## src/sv/weighted_3x3_pixel_average_macros.svh

```systemverilog
// Assertion helpers for the weighted 3x3 average block.
// Clock and reset names are fixed to clk_i / rst_ni.
`ifndef WEIGHTED_3X3_PIXEL_AVERAGE_MACROS_SVH
`define WEIGHTED_3X3_PIXEL_AVERAGE_MACROS_SVH

// Same-cycle implication.
`define WPA_ASSERT_NOW(label, ante, cons) \
  label: assert property (@(posedge clk_i) disable iff (!rst_ni) (ante) |-> (cons)) \
    else $error("wpa assertion failed");

// Next-cycle implication.
`define WPA_ASSERT_NEXT(label, ante, cons) \
  label: assert property (@(posedge clk_i) disable iff (!rst_ni) (ante) |=> (cons)) \
    else $error("wpa assertion failed");

`endif

```

## src/sv/wpa_pkg.sv

```systemverilog
package wpa_pkg;

  localparam int COORD_W     = 12;
  localparam int DIM_W       = 13;
  localparam int PIX_W       = 32;
  localparam int CH_W        = 8;
  localparam int NUM_CH      = 4;
  localparam int NUM_TAPS    = 9;
  localparam int KW_W        = 7;
  localparam int WSUM_W      = 8;
  localparam int ACC_W       = 16;
  localparam int RECIP_W     = 21;
  localparam int RECIP_SHIFT = 24;
  localparam int PROD_W      = ACC_W + RECIP_W;
  localparam int CFG_IDX_W   = 1;

  localparam int unsigned MAX_DIM_DEF = 4096;
  localparam logic [DIM_W-1:0] DIM_RESET = 13'd4096;

  // register indexes
  localparam logic [CFG_IDX_W-1:0] REG_IMAGE_WIDTH  = 1'd0;
  localparam logic [CFG_IDX_W-1:0] REG_IMAGE_HEIGHT = 1'd1;

  // row-major kernel
  localparam logic [KW_W-1:0] KERN_WEIGHT [NUM_TAPS] = '{
    7'd10, 7'd20, 7'd10,
    7'd20, 7'd80, 7'd20,
    7'd10, 7'd20, 7'd10
  };

  typedef struct packed {
    logic [2:0] rows;
    logic [2:0] cols;
  } tap_mask_t;

  function automatic logic [NUM_TAPS-1:0] tap_enables(tap_mask_t m);
    logic [NUM_TAPS-1:0] en;
    en = '0;
    for (int r = 0; r < 3; r++) begin
      for (int c = 0; c < 3; c++) begin
        en[r*3+c] = m.rows[r] & m.cols[c];
      end
    end
    return en;
  endfunction

  function automatic logic [WSUM_W-1:0] wsum_of(logic [NUM_TAPS-1:0] en);
    logic [WSUM_W-1:0] s;
    s = '0;
    for (int t = 0; t < NUM_TAPS; t++) begin
      if (en[t]) begin
        s = s + WSUM_W'(KERN_WEIGHT[t]);
      end
    end
    return s;
  endfunction

  // ceil(2^24 / d); exact floor division for every numerator below 2^16
  function automatic logic [RECIP_W-1:0] recip_of(logic [WSUM_W-1:0] d);
    logic [RECIP_W-1:0] m;
    unique case (d)
      8'd10:   m = 21'd1677722;
      8'd20:   m = 21'd838861;
      8'd30:   m = 21'd559241;
      8'd40:   m = 21'd419431;
      8'd80:   m = 21'd209716;
      8'd100:  m = 21'd167773;
      8'd120:  m = 21'd139811;
      8'd130:  m = 21'd129056;
      8'd160:  m = 21'd104858;
      8'd200:  m = 21'd83887;
      default: m = '0;  // no tap inside
    endcase
    return m;
  endfunction

endpackage

```

## src/sv/weighted_3x3_pixel_average.sv

```systemverilog
// Weighted 3x3 average with edge normalization, four channel lanes in parallel.
// Registered stages from input accept to result valid: tap mask, weighted sum, divide.
// Throughput: 1 item per cycle; the three-register pipeline stalls as one on output back-pressure.
// Reset (rst_ni low, async): pipeline empties, width and height return to 4096.
`include "weighted_3x3_pixel_average_macros.svh"

module weighted_3x3_pixel_average #(
  parameter int unsigned MAX_DIM = wpa_pkg::MAX_DIM_DEF
) (
  input  logic                           clk_i,
  input  logic                           rst_ni,
  // configuration
  input  logic                           cfg_we_i,
  input  logic [wpa_pkg::CFG_IDX_W-1:0]  cfg_index_i,
  input  logic [wpa_pkg::DIM_W-1:0]      cfg_wdata_i,
  // input items
  input  logic                           in_valid_i,
  output logic                           in_ready_o,
  input  logic [wpa_pkg::COORD_W-1:0]    center_x_i,
  input  logic [wpa_pkg::COORD_W-1:0]    center_y_i,
  input  logic [wpa_pkg::PIX_W-1:0]      pix_up_left_i,
  input  logic [wpa_pkg::PIX_W-1:0]      pix_up_mid_i,
  input  logic [wpa_pkg::PIX_W-1:0]      pix_up_right_i,
  input  logic [wpa_pkg::PIX_W-1:0]      pix_mid_left_i,
  input  logic [wpa_pkg::PIX_W-1:0]      pix_center_i,
  input  logic [wpa_pkg::PIX_W-1:0]      pix_mid_right_i,
  input  logic [wpa_pkg::PIX_W-1:0]      pix_down_left_i,
  input  logic [wpa_pkg::PIX_W-1:0]      pix_down_mid_i,
  input  logic [wpa_pkg::PIX_W-1:0]      pix_down_right_i,
  // result items
  output logic                           out_valid_o,
  input  logic                           out_ready_i,
  output logic [wpa_pkg::PIX_W-1:0]      filtered_color_o
);
  import wpa_pkg::*;

  // ---------------------------------------------------------------------------
  // Configuration registers. The user must write them only while the pipe is idle; the block does not enforce this.
  // ---------------------------------------------------------------------------
  logic [DIM_W-1:0] width_q, height_q;

  always_ff @(posedge clk_i or negedge rst_ni) begin
    if (!rst_ni) begin
      width_q  <= DIM_RESET;
      height_q <= DIM_RESET;
    end else if (cfg_we_i) begin
      unique case (cfg_index_i)
        REG_IMAGE_WIDTH:  width_q  <= cfg_wdata_i;
        REG_IMAGE_HEIGHT: height_q <= cfg_wdata_i;
        default: ;
      endcase
    end
  end

  // ---------------------------------------------------------------------------
  // Pipeline control: one enable for all stages, so an item enters every cycle
  // unless the result register is full and not being taken.
  // ---------------------------------------------------------------------------
  logic       pipe_en;
  logic [2:0] vld_q;   // [0] mask stage, [1] sum stage, [2] result register

  assign pipe_en     = !vld_q[2] || out_ready_i;
  assign in_ready_o  = pipe_en;
  assign out_valid_o = vld_q[2];

  always_ff @(posedge clk_i or negedge rst_ni) begin
    if (!rst_ni) begin
      vld_q <= '0;
    end else if (pipe_en) begin
      vld_q <= {vld_q[1:0], in_valid_i};
    end
  end

  // ---------------------------------------------------------------------------
  // Stage 1: which taps lie inside the image, plus the pixels themselves.
  // ---------------------------------------------------------------------------
  tap_mask_t            mask;
  logic [PIX_W-1:0]     pix_in [NUM_TAPS];
  logic [PIX_W-1:0]     pix_q  [NUM_TAPS];
  logic [NUM_TAPS-1:0]  tap_en_q;

  assign pix_in[0] = pix_up_left_i;
  assign pix_in[1] = pix_up_mid_i;
  assign pix_in[2] = pix_up_right_i;
  assign pix_in[3] = pix_mid_left_i;
  assign pix_in[4] = pix_center_i;
  assign pix_in[5] = pix_mid_right_i;
  assign pix_in[6] = pix_down_left_i;
  assign pix_in[7] = pix_down_mid_i;
  assign pix_in[8] = pix_down_right_i;

  wpa_tap_mask #(
    .MAX_DIM(MAX_DIM)
  ) u_tap_mask (
    .center_x_i    (center_x_i),
    .center_y_i    (center_y_i),
    .image_width_i (width_q),
    .image_height_i(height_q),
    .mask_o        (mask)
  );

  always_ff @(posedge clk_i) begin
    if (pipe_en) begin
      tap_en_q <= tap_enables(mask);
      pix_q    <= pix_in;
    end
  end

  // ---------------------------------------------------------------------------
  // Stage 2: divisor reciprocal, shared by all lanes. Zero when no tap is
  // inside, which forces a zero result without a separate path.
  // ---------------------------------------------------------------------------
  logic [RECIP_W-1:0] recip_q;

  always_ff @(posedge clk_i) begin
    if (pipe_en) begin
      recip_q <= recip_of(wsum_of(tap_en_q));
    end
  end

  // ---------------------------------------------------------------------------
  // Channel lanes: each sums its byte over the taps (stage 2) and divides
  // (stage 3). The result register packs the four lane outputs.
  // ---------------------------------------------------------------------------
  logic [CH_W-1:0] lane_taps [NUM_CH][NUM_TAPS];
  logic [CH_W-1:0] lane_out  [NUM_CH];

  for (genvar ch = 0; ch < NUM_CH; ch++) begin : g_lane
    for (genvar t = 0; t < NUM_TAPS; t++) begin : g_tap
      assign lane_taps[ch][t] = pix_q[t][ch*CH_W +: CH_W];
    end

    wpa_lane u_lane (
      .clk_i   (clk_i),
      .en_i    (pipe_en),
      .taps_i  (lane_taps[ch]),
      .tap_en_i(tap_en_q),
      .recip_i (recip_q),
      .chan_o  (lane_out[ch])
    );

    assign filtered_color_o[ch*CH_W +: CH_W] = lane_out[ch];
  end

  // ---------------------------------------------------------------------------
  // Checks
  // ---------------------------------------------------------------------------
  `WPA_ASSERT_NEXT(a_accept_enters_pipe, in_valid_i && in_ready_o, vld_q[0])
  `WPA_ASSERT_NEXT(a_stall_holds_pipe, !pipe_en, $stable(vld_q))
  `WPA_ASSERT_NEXT(a_inside_gives_divisor, vld_q[0] && pipe_en && (tap_en_q != '0),
                   recip_q != '0)
  `WPA_ASSERT_NEXT(a_no_tap_gives_zero, vld_q[1] && pipe_en && (recip_q == '0),
                   filtered_color_o == '0)

endmodule

```

## src/sv/wpa_tap_mask.sv

```systemverilog
module wpa_tap_mask #(
  parameter int unsigned MAX_DIM = wpa_pkg::MAX_DIM_DEF
) (
  input  logic [wpa_pkg::COORD_W-1:0] center_x_i,
  input  logic [wpa_pkg::COORD_W-1:0] center_y_i,
  input  logic [wpa_pkg::DIM_W-1:0]   image_width_i,
  input  logic [wpa_pkg::DIM_W-1:0]   image_height_i,
  output wpa_pkg::tap_mask_t          mask_o
);
  import wpa_pkg::*;

  localparam int unsigned DimMax = (1 << DIM_W) - 1;
  localparam int unsigned DimCap = (MAX_DIM > DimMax) ? DimMax : MAX_DIM;
  localparam int CMP_W = DIM_W + 1;

  logic [DIM_W-1:0] w_clamp, h_clamp;

  assign w_clamp = (32'(image_width_i) > 32'(MAX_DIM)) ? DIM_W'(DimCap) : image_width_i;
  assign h_clamp = (32'(image_height_i) > 32'(MAX_DIM)) ? DIM_W'(DimCap) : image_height_i;

  function automatic logic [2:0] span(logic [COORD_W-1:0] c, logic [DIM_W-1:0] lim);
    logic [CMP_W-1:0] ce, le;
    logic [2:0] s;
    ce = CMP_W'(c);
    le = CMP_W'(lim);
    // offset -1 is out when the centre sits on coordinate zero
    s[0] = (c != '0) && ((ce - CMP_W'(1)) < le);
    s[1] = ce < le;
    s[2] = (ce + CMP_W'(1)) < le;
    return s;
  endfunction

  assign mask_o.cols = span(center_x_i, w_clamp);
  assign mask_o.rows = span(center_y_i, h_clamp);

endmodule

```

## src/sv/wpa_lane.sv

```systemverilog
module wpa_lane (
  input  logic                          clk_i,
  input  logic                          en_i,
  input  logic [wpa_pkg::CH_W-1:0]      taps_i [wpa_pkg::NUM_TAPS],
  input  logic [wpa_pkg::NUM_TAPS-1:0]  tap_en_i,
  input  logic [wpa_pkg::RECIP_W-1:0]   recip_i,
  output logic [wpa_pkg::CH_W-1:0]      chan_o
);
  import wpa_pkg::*;

  logic [ACC_W-1:0]  acc_d, acc_q;
  logic [PROD_W-1:0] prod;
  logic [CH_W-1:0]   chan_d, chan_q;

  // weighted sum of the inside taps
  always_comb begin
    acc_d = '0;
    for (int t = 0; t < NUM_TAPS; t++) begin
      if (tap_en_i[t]) begin
        acc_d = acc_d + ACC_W'(taps_i[t]) * ACC_W'(KERN_WEIGHT[t]);
      end
    end
  end

  // floor division by reciprocal multiply; quotient never exceeds 255
  assign prod   = PROD_W'(acc_q) * PROD_W'(recip_i);
  assign chan_d = prod[RECIP_SHIFT +: CH_W];

  always_ff @(posedge clk_i) begin
    if (en_i) begin
      acc_q  <= acc_d;
      chan_q <= chan_d;
    end
  end

  assign chan_o = chan_q;

endmodule

```

## config.mk

```make
export PLATFORM = sky130hd
export DESIGN_NAME = weighted_3x3_pixel_average
export DESIGN_NICKNAME = d
export VERILOG_FILES = /design/src/sv/wpa_pkg.sv /design/src/sv/weighted_3x3_pixel_average.sv /design/src/sv/wpa_tap_mask.sv /design/src/sv/wpa_lane.sv
export VERILOG_INCLUDE_DIRS = /design/src /design/src/sv
export SDC_FILE = /design/constraint.sdc
export NUM_CORES = 2
export LEC_CHECK = 0
export BUFFER_PORTS_ARGS = -buffer_cell sky130_fd_sc_hd__buf_2
export CAP_MARGIN = 40
export CORE_AREA = 2 2 362 364
export CTS_BUF_LIST = sky130_fd_sc_hd__clkbuf_8
export DETAILED_ROUTE_END_ITERATION = 7
export DIE_AREA = 0 0 364 366
export GPL_ROUTABILITY_DRIVEN = 0
export HOLD_SLACK_MARGIN = 0.02
export PLACE_DENSITY = 0.88
export SYNTH_ARGS = -nofsm -noshare
export SYNTH_HDL_FRONTEND = slang
export SYNTH_SLANG_ARGS = --single-unit
```

## constraint.sdc

```tcl
create_clock -name clk_i -period 13.5 [get_ports clk_i]
set_input_delay 0 -clock clk_i [delete_from_list [all_inputs] [get_ports clk_i]]
set_output_delay 0 -clock clk_i [all_outputs]
set_load 0.005 [all_outputs]
```

==> metrics.md, run 1 <==
| Metric | Value |
|---|---|
| Outcome | `aborted with a tool error` |
| Failing step | `global routing` |
| Stop err | `[ERROR GRT-0232] Routing congestion too high. Check the congestion heatmap in the GUI.` |
| Port Buf Inserts | `364` |
| Syn_nets | `between 10000 and 15000` |
| H-tree depth | `3` |
| EDFF count, synth | `slightly above 400` |
| Pin count of the biggest net entering global routing | `159` |
| Clock tree buffer depth | `3` |
| Post_cts resized | `0` |
| Starting density of the core | `64.9%` |
| Place WS | `about 2.5 ns` |
| Worst endpoint pin kind | `sequential cell input` |
| Avg Cell Area, Syn | `9.22 um2` |
| Synthesized cell area | `0.0837 mm2` |
| CTS Hold Bufs | `622` |
| Die H | `366 um` |
| Synth cell types | `109` |
| Synth Register Bits | `438` |
| Syn. warnings | `0` |
| Root buf cell | `clkbuf_8` |
| Synth Flop Type | `edfxtp_1` |
| I/O pins | `about 370` |
| Total CTS buffers | `81` |
| Dpl hpwl | `179000 um` |
| Chip Width | `roughly 360 um` |
| Postcts setup bufs | `0` |
| CTS sink count | `438` |
| Asr flop ratio synth | `6.62%` |
| GR Overflow Total | `7` |
| Mapped Cells | `9069` |
| GR Util All Layers | `a little over half` |
| Placed cells | `10900` |
| DP Area | `between 0.08 and 0.09 mm2` |
| Sequential-to-total area share from yosys stat | `15.6%` |
| Grt repair worst endpoint | `g_lane[1].u_lane.acc_q[14]$_DFFE_PP_/D` |
| FP Rows | `132` |
-- per-layer routing --
metal | global-route usage (%) | GRT overflow
met2 | 71.5 | 2
met1 | 54.9 | 1
met5 | 13.8 | 0
met4 | 43.3 | 4
met3 | 32.7 | 0
-- kinds of logic after synthesis --
group / Yosys count / share of synthesized area, %
XOR/XNOR: 569 / 6.08
multiplexers: 191 / 2.51
flip-flops: 438 / 15.6
adder cells (fa/ha/maj): 2229 / 42.5
AO/OA/AOI/OAI: 1497 / 11.9
buffers and inverters: 1751 / 7.90
AND/OR/NAND/NOR: 2394 / 13.6
-- stage by stage --
step	hold slack [ns]	util, %
2_1_floorplan	-0.296	-
3_3_place_gp	0.0376	67.3
3_5_place_dp	0.0498	67.6
4_1_cts	0.0224	73.7
-- synthesized netlist by cell type, drive strengths merged, types with 63 or more instances --
cell type  number  area share (%)
edfxtp        409              15
a21o          196             1.8
nand2        1035             4.6
nand3         112            0.68
o21bai        114             1.0
inv          1402             6.3
a21oi         426             2.6
ha           1213              18
xor2          149             1.6
and2          434             3.2
xnor2         416             4.4
nor3          115            0.71
mux2          151             2.0
clkbuf        314             1.4
nor2          352             1.6
nor2b         103            0.78
o21ai         258             1.6
o21a          131             1.2
nand2b         63            0.47
a211oi         77            0.71
fa           1016              24
==> run 2: changes to the inputs <==
--- a/config.mk
+++ b/config.mk
@@ -8,13 +8,11 @@
 export LEC_CHECK = 0
 export BUFFER_PORTS_ARGS = -buffer_cell sky130_fd_sc_hd__buf_2
 export CAP_MARGIN = 40
-export CORE_AREA = 2 2 362 364
-export CTS_BUF_LIST = sky130_fd_sc_hd__clkbuf_8
+export CORE_AREA = 2 2 461 463
 export DETAILED_ROUTE_END_ITERATION = 7
-export DIE_AREA = 0 0 364 366
+export DIE_AREA = 0 0 463 465
 export GPL_ROUTABILITY_DRIVEN = 0
-export HOLD_SLACK_MARGIN = 0.02
-export PLACE_DENSITY = 0.88
+export PLACE_DENSITY_LB_ADDON = 0.15
 export SYNTH_ARGS = -nofsm -noshare
 export SYNTH_HDL_FRONTEND = slang
 export SYNTH_SLANG_ARGS = --single-unit
==> run 2 against run 1 <==
  * The run now ends clean
  * Area after synthesis stayed put
  * Synthesized cell count did not move
==> metrics.md, run 2 <==
| Metric | Value |
|---|---|
| Final hold violation count | `0` |
| Mapped Cells | `9069 (unchanged)` |
| Max-slew headroom at the worst pin | `38.2%` |
| Commonest non-fill, non-tap cell in the layout | `inv_1` |
| Clock Pin Slew Worst Setup and Hold Paths | `around 0.060 ns` |
| Most frequent cells in the layout | `inv_1 (1399), ha_1 (1213), nand2_1 (1035), fa_1 (1016), dlygate4sd3_1 (565)` |
| Clock tree buffer depth | `3 (unchanged)` |
| CTS tree | `built` |
| DRC Markers | `0` |
| Vias | `65900` |
| Max-Cap Viols | `0` |
| Setup crit end kind | `flip-flop` |
| Synthesized cell area | `0.0837 mm2 (unchanged)` |
| CTS Hold Bufs | `566 (was 622)` |
| Layout cells sized above 1 | `under 10%` |
| Worst slew pin tran | `approximately 0.93 ns` |
| CP startpoint kind | `flip-flop` |
| Sequential-to-total area share from yosys stat | `15.6% (unchanged)` |
| P&R area growth vs syn | `15.5%` |
| Max reg flops | `288` |
| Outcome | `finished clean (was aborted with a tool error)` |
| Hold EP | `lane_taps[149]$_DFFE_PP_` |
| Final setup violation count | `0` |
| Clk_lat worst skew | `0.72 ns` |
| Most frequent cells after synthesis | `inv_1 (1399), ha_1 (1213), nand2_1 (1035) (unchanged)` |
| Worst hold start | `pix_down_right_i[13]` |
| Pin count of the biggest net entering global routing | `~120` |
| Synth Flop Type | `edfxtp_1 (unchanged)` |
| Starting density of the core | `39.7% (was 64.9%)` |
| Vias in the first global route | `69900` |
| CP arrival | `~12 ns` |
| Die ar. | `0.215 mm2` |
| Fin util | `45.8%` |
| Global-route wire length before repair | `390000 um` |
| Biggest area consumer among synthesized cells | `fa_1 (unchanged)` |
| Most instantiated library cell after synthesis | `inv_1 (unchanged)` |
| Hold WC Path Type | `in -> reg` |
| Worst r2r src | `lane_taps[65]$_DFFE_PP_` |
| Critical Path Max Stage Delay | `0.48 ns` |
| Port Buf Inserts | `364 (unchanged)` |
| Min-Delay Path Depth | `2` |
| Wire per inst | `19.4 um` |
| Chip Width | `463 um (was 364 um)` |
| Multi-input logic area | `0.0641 mm2` |
| EDFF count, synth | `409 (unchanged)` |
| Syn_nets | `11600 (unchanged)` |
| GR Util All Layers | `a little under a quarter` |
| Initial antenna violation count | `16` |
| Final min period | `11.45 ns` |
| CP Max Fanout | `5` |
| Synth cell types | `109 (unchanged)` |
| Buffers and inverters on the worst path | `0` |
| Postcts setup bufs | `0 (unchanged)` |
| Largest delay share family, worst path | `compound AO/OA/AOI/OAI gates` |
| Final Max Tran Viols | `0` |
| GR Overflow Total | `0` |
| Clk_skew | `0.0441 ns` |
| RSZ-0062 raised after global routing | `no` |
| Max Clock Freq | `87.3 MHz` |
| Reg2reg end | `g_lane[3].u_lane.acc_q[15]$_DFFE_PP_` |
| Core ar. | `0.211 mm2` |
| Setup TNS Final | `0 ns` |
| CP max stage cell | `fa_1` |
| Top cell type's share of synthesized area | `24.3% (unchanged)` |
| Setup CP Type | `reg -> reg` |
| R2R depth | `just over 50` |
| Syn. warnings | `0 (unchanged)` |
| Root buf cell | `clkbuf_16 (was clkbuf_8)` |
| FP Rows | `169 (was 132)` |
| Filler cells | `20200` |
| Crit path from | `lane_taps[65]$_DFFE_PP_` |
| Avg Cell Area, Syn | `9.22 um2 (unchanged)` |
| Largest cells by area after synthesis | `fa_1 (24%), ha_1 (18%), edfxtp_1 (15%) (unchanged)` |
| CTS sink count | `438 (unchanged)` |
| Post_cts resized | `0 (unchanged)` |
| Final WL | `247000 um` |
| Crit share post-route | `84.8%` |
| Die H | `465 um (was 366 um)` |
| I/O pins | `365 (unchanged)` |
| Number of nets in the layout | `between 10000 and 15000` |
| Pre-Repair DR Iteration Count | `6` |
| Dpl hpwl | `194000 um (was 179000 um)` |
| Synth Register Bits | `438 (unchanged)` |
| 1st-iter DRT viols | `between 3000 and 4000` |
| Worst reg-to-reg setup slack | `2.05 ns` |
| Final ANT Viol Nets | `0` |
| Register area | `0.0130 mm2` |
| Vias per Instance | `5.19` |
| Asr flop ratio synth | `6.62% (unchanged)` |
| Total CTS buffers | `57 (was 81)` |
| H-tree depth | `2 (was 3)` |
| Worst endpoint required time | `13.96 ns` |
| Most used cell, CP | `ha_1` |
==> run 2: cell counts after synthesis <==
Identical to the previous run, type by type.
==> run 2: layout make-up <==
cell class,count,area share (%)
well taps,2821,3.65
diodes,1,0.00259
clock inverters,44,0.558
multi-input cells,6880,66.3
flip-flops and latches,438,13.5
repair buffers,1047,9.03
inverters,1406,5.46
clock buffers,63,1.52
==> run 2: metal layers <==
metal  track usage (%)  wire (um)
met2              40.6     119000
met4              7.58       8930
met3              1.89       9790
met1              29.8     108000
met5                 0          0
==> run 2: worst max-delay path by stage <==
| stage | to | cells after the start |
|---|---|---|
| floorplan | vld_q[0]$_DFFE_PN0P_ | 2 |
| global placement | g_lane[3].u_lane.acc_q[15]$_DFFE_PP_ | 51 |
| detailed placement | g_lane[3].u_lane.acc_q[15]$_DFFE_PP_ | 49 |
| CTS | g_lane[3].u_lane.acc_q[15]$_DFFE_PP_ | 49 |
| global route | g_lane[3].u_lane.acc_q[15]$_DFFE_PP_ | 51 |
| finish | g_lane[3].u_lane.acc_q[15]$_DFFE_PP_ | 51 |
==> run 2: kinds of logic (layout without fill, tap and decap cells) <==
group	after synthesis	after routing	synth area share, %
and+or+nand+nor	2394	2394	13.6
adders and majority gates	2229	2229	42.5
buffers and inverters	1751	2560	7.90
AOI/OAI and AO/OA	1497	1497	11.9
xor gates and xnor gates	569	569	6.08
DFF	438	438	15.6
muxes	191	191	2.51
other	0	1	0
==> run 2: stage by stage <==
step	cells	area [um2]	setup WS, ns	hold WS, ns
2_1_floorplan	9069	83700	2.15	-0.296
3_3_place_gp	12000	88400	2.51	0.0476
3_5_place_dp	12000	88900	2.22	0.0658
4_1_cts	12700	96600	2.16	0.000504
5_1_grt	12700	96600	1.35	0.0221
6_report	12700	96600	2.05	0.0552
Power of run 2 is not shown: default switching activity piles up to over one toggle a cycle in this logic, so the estimate is an artifact.
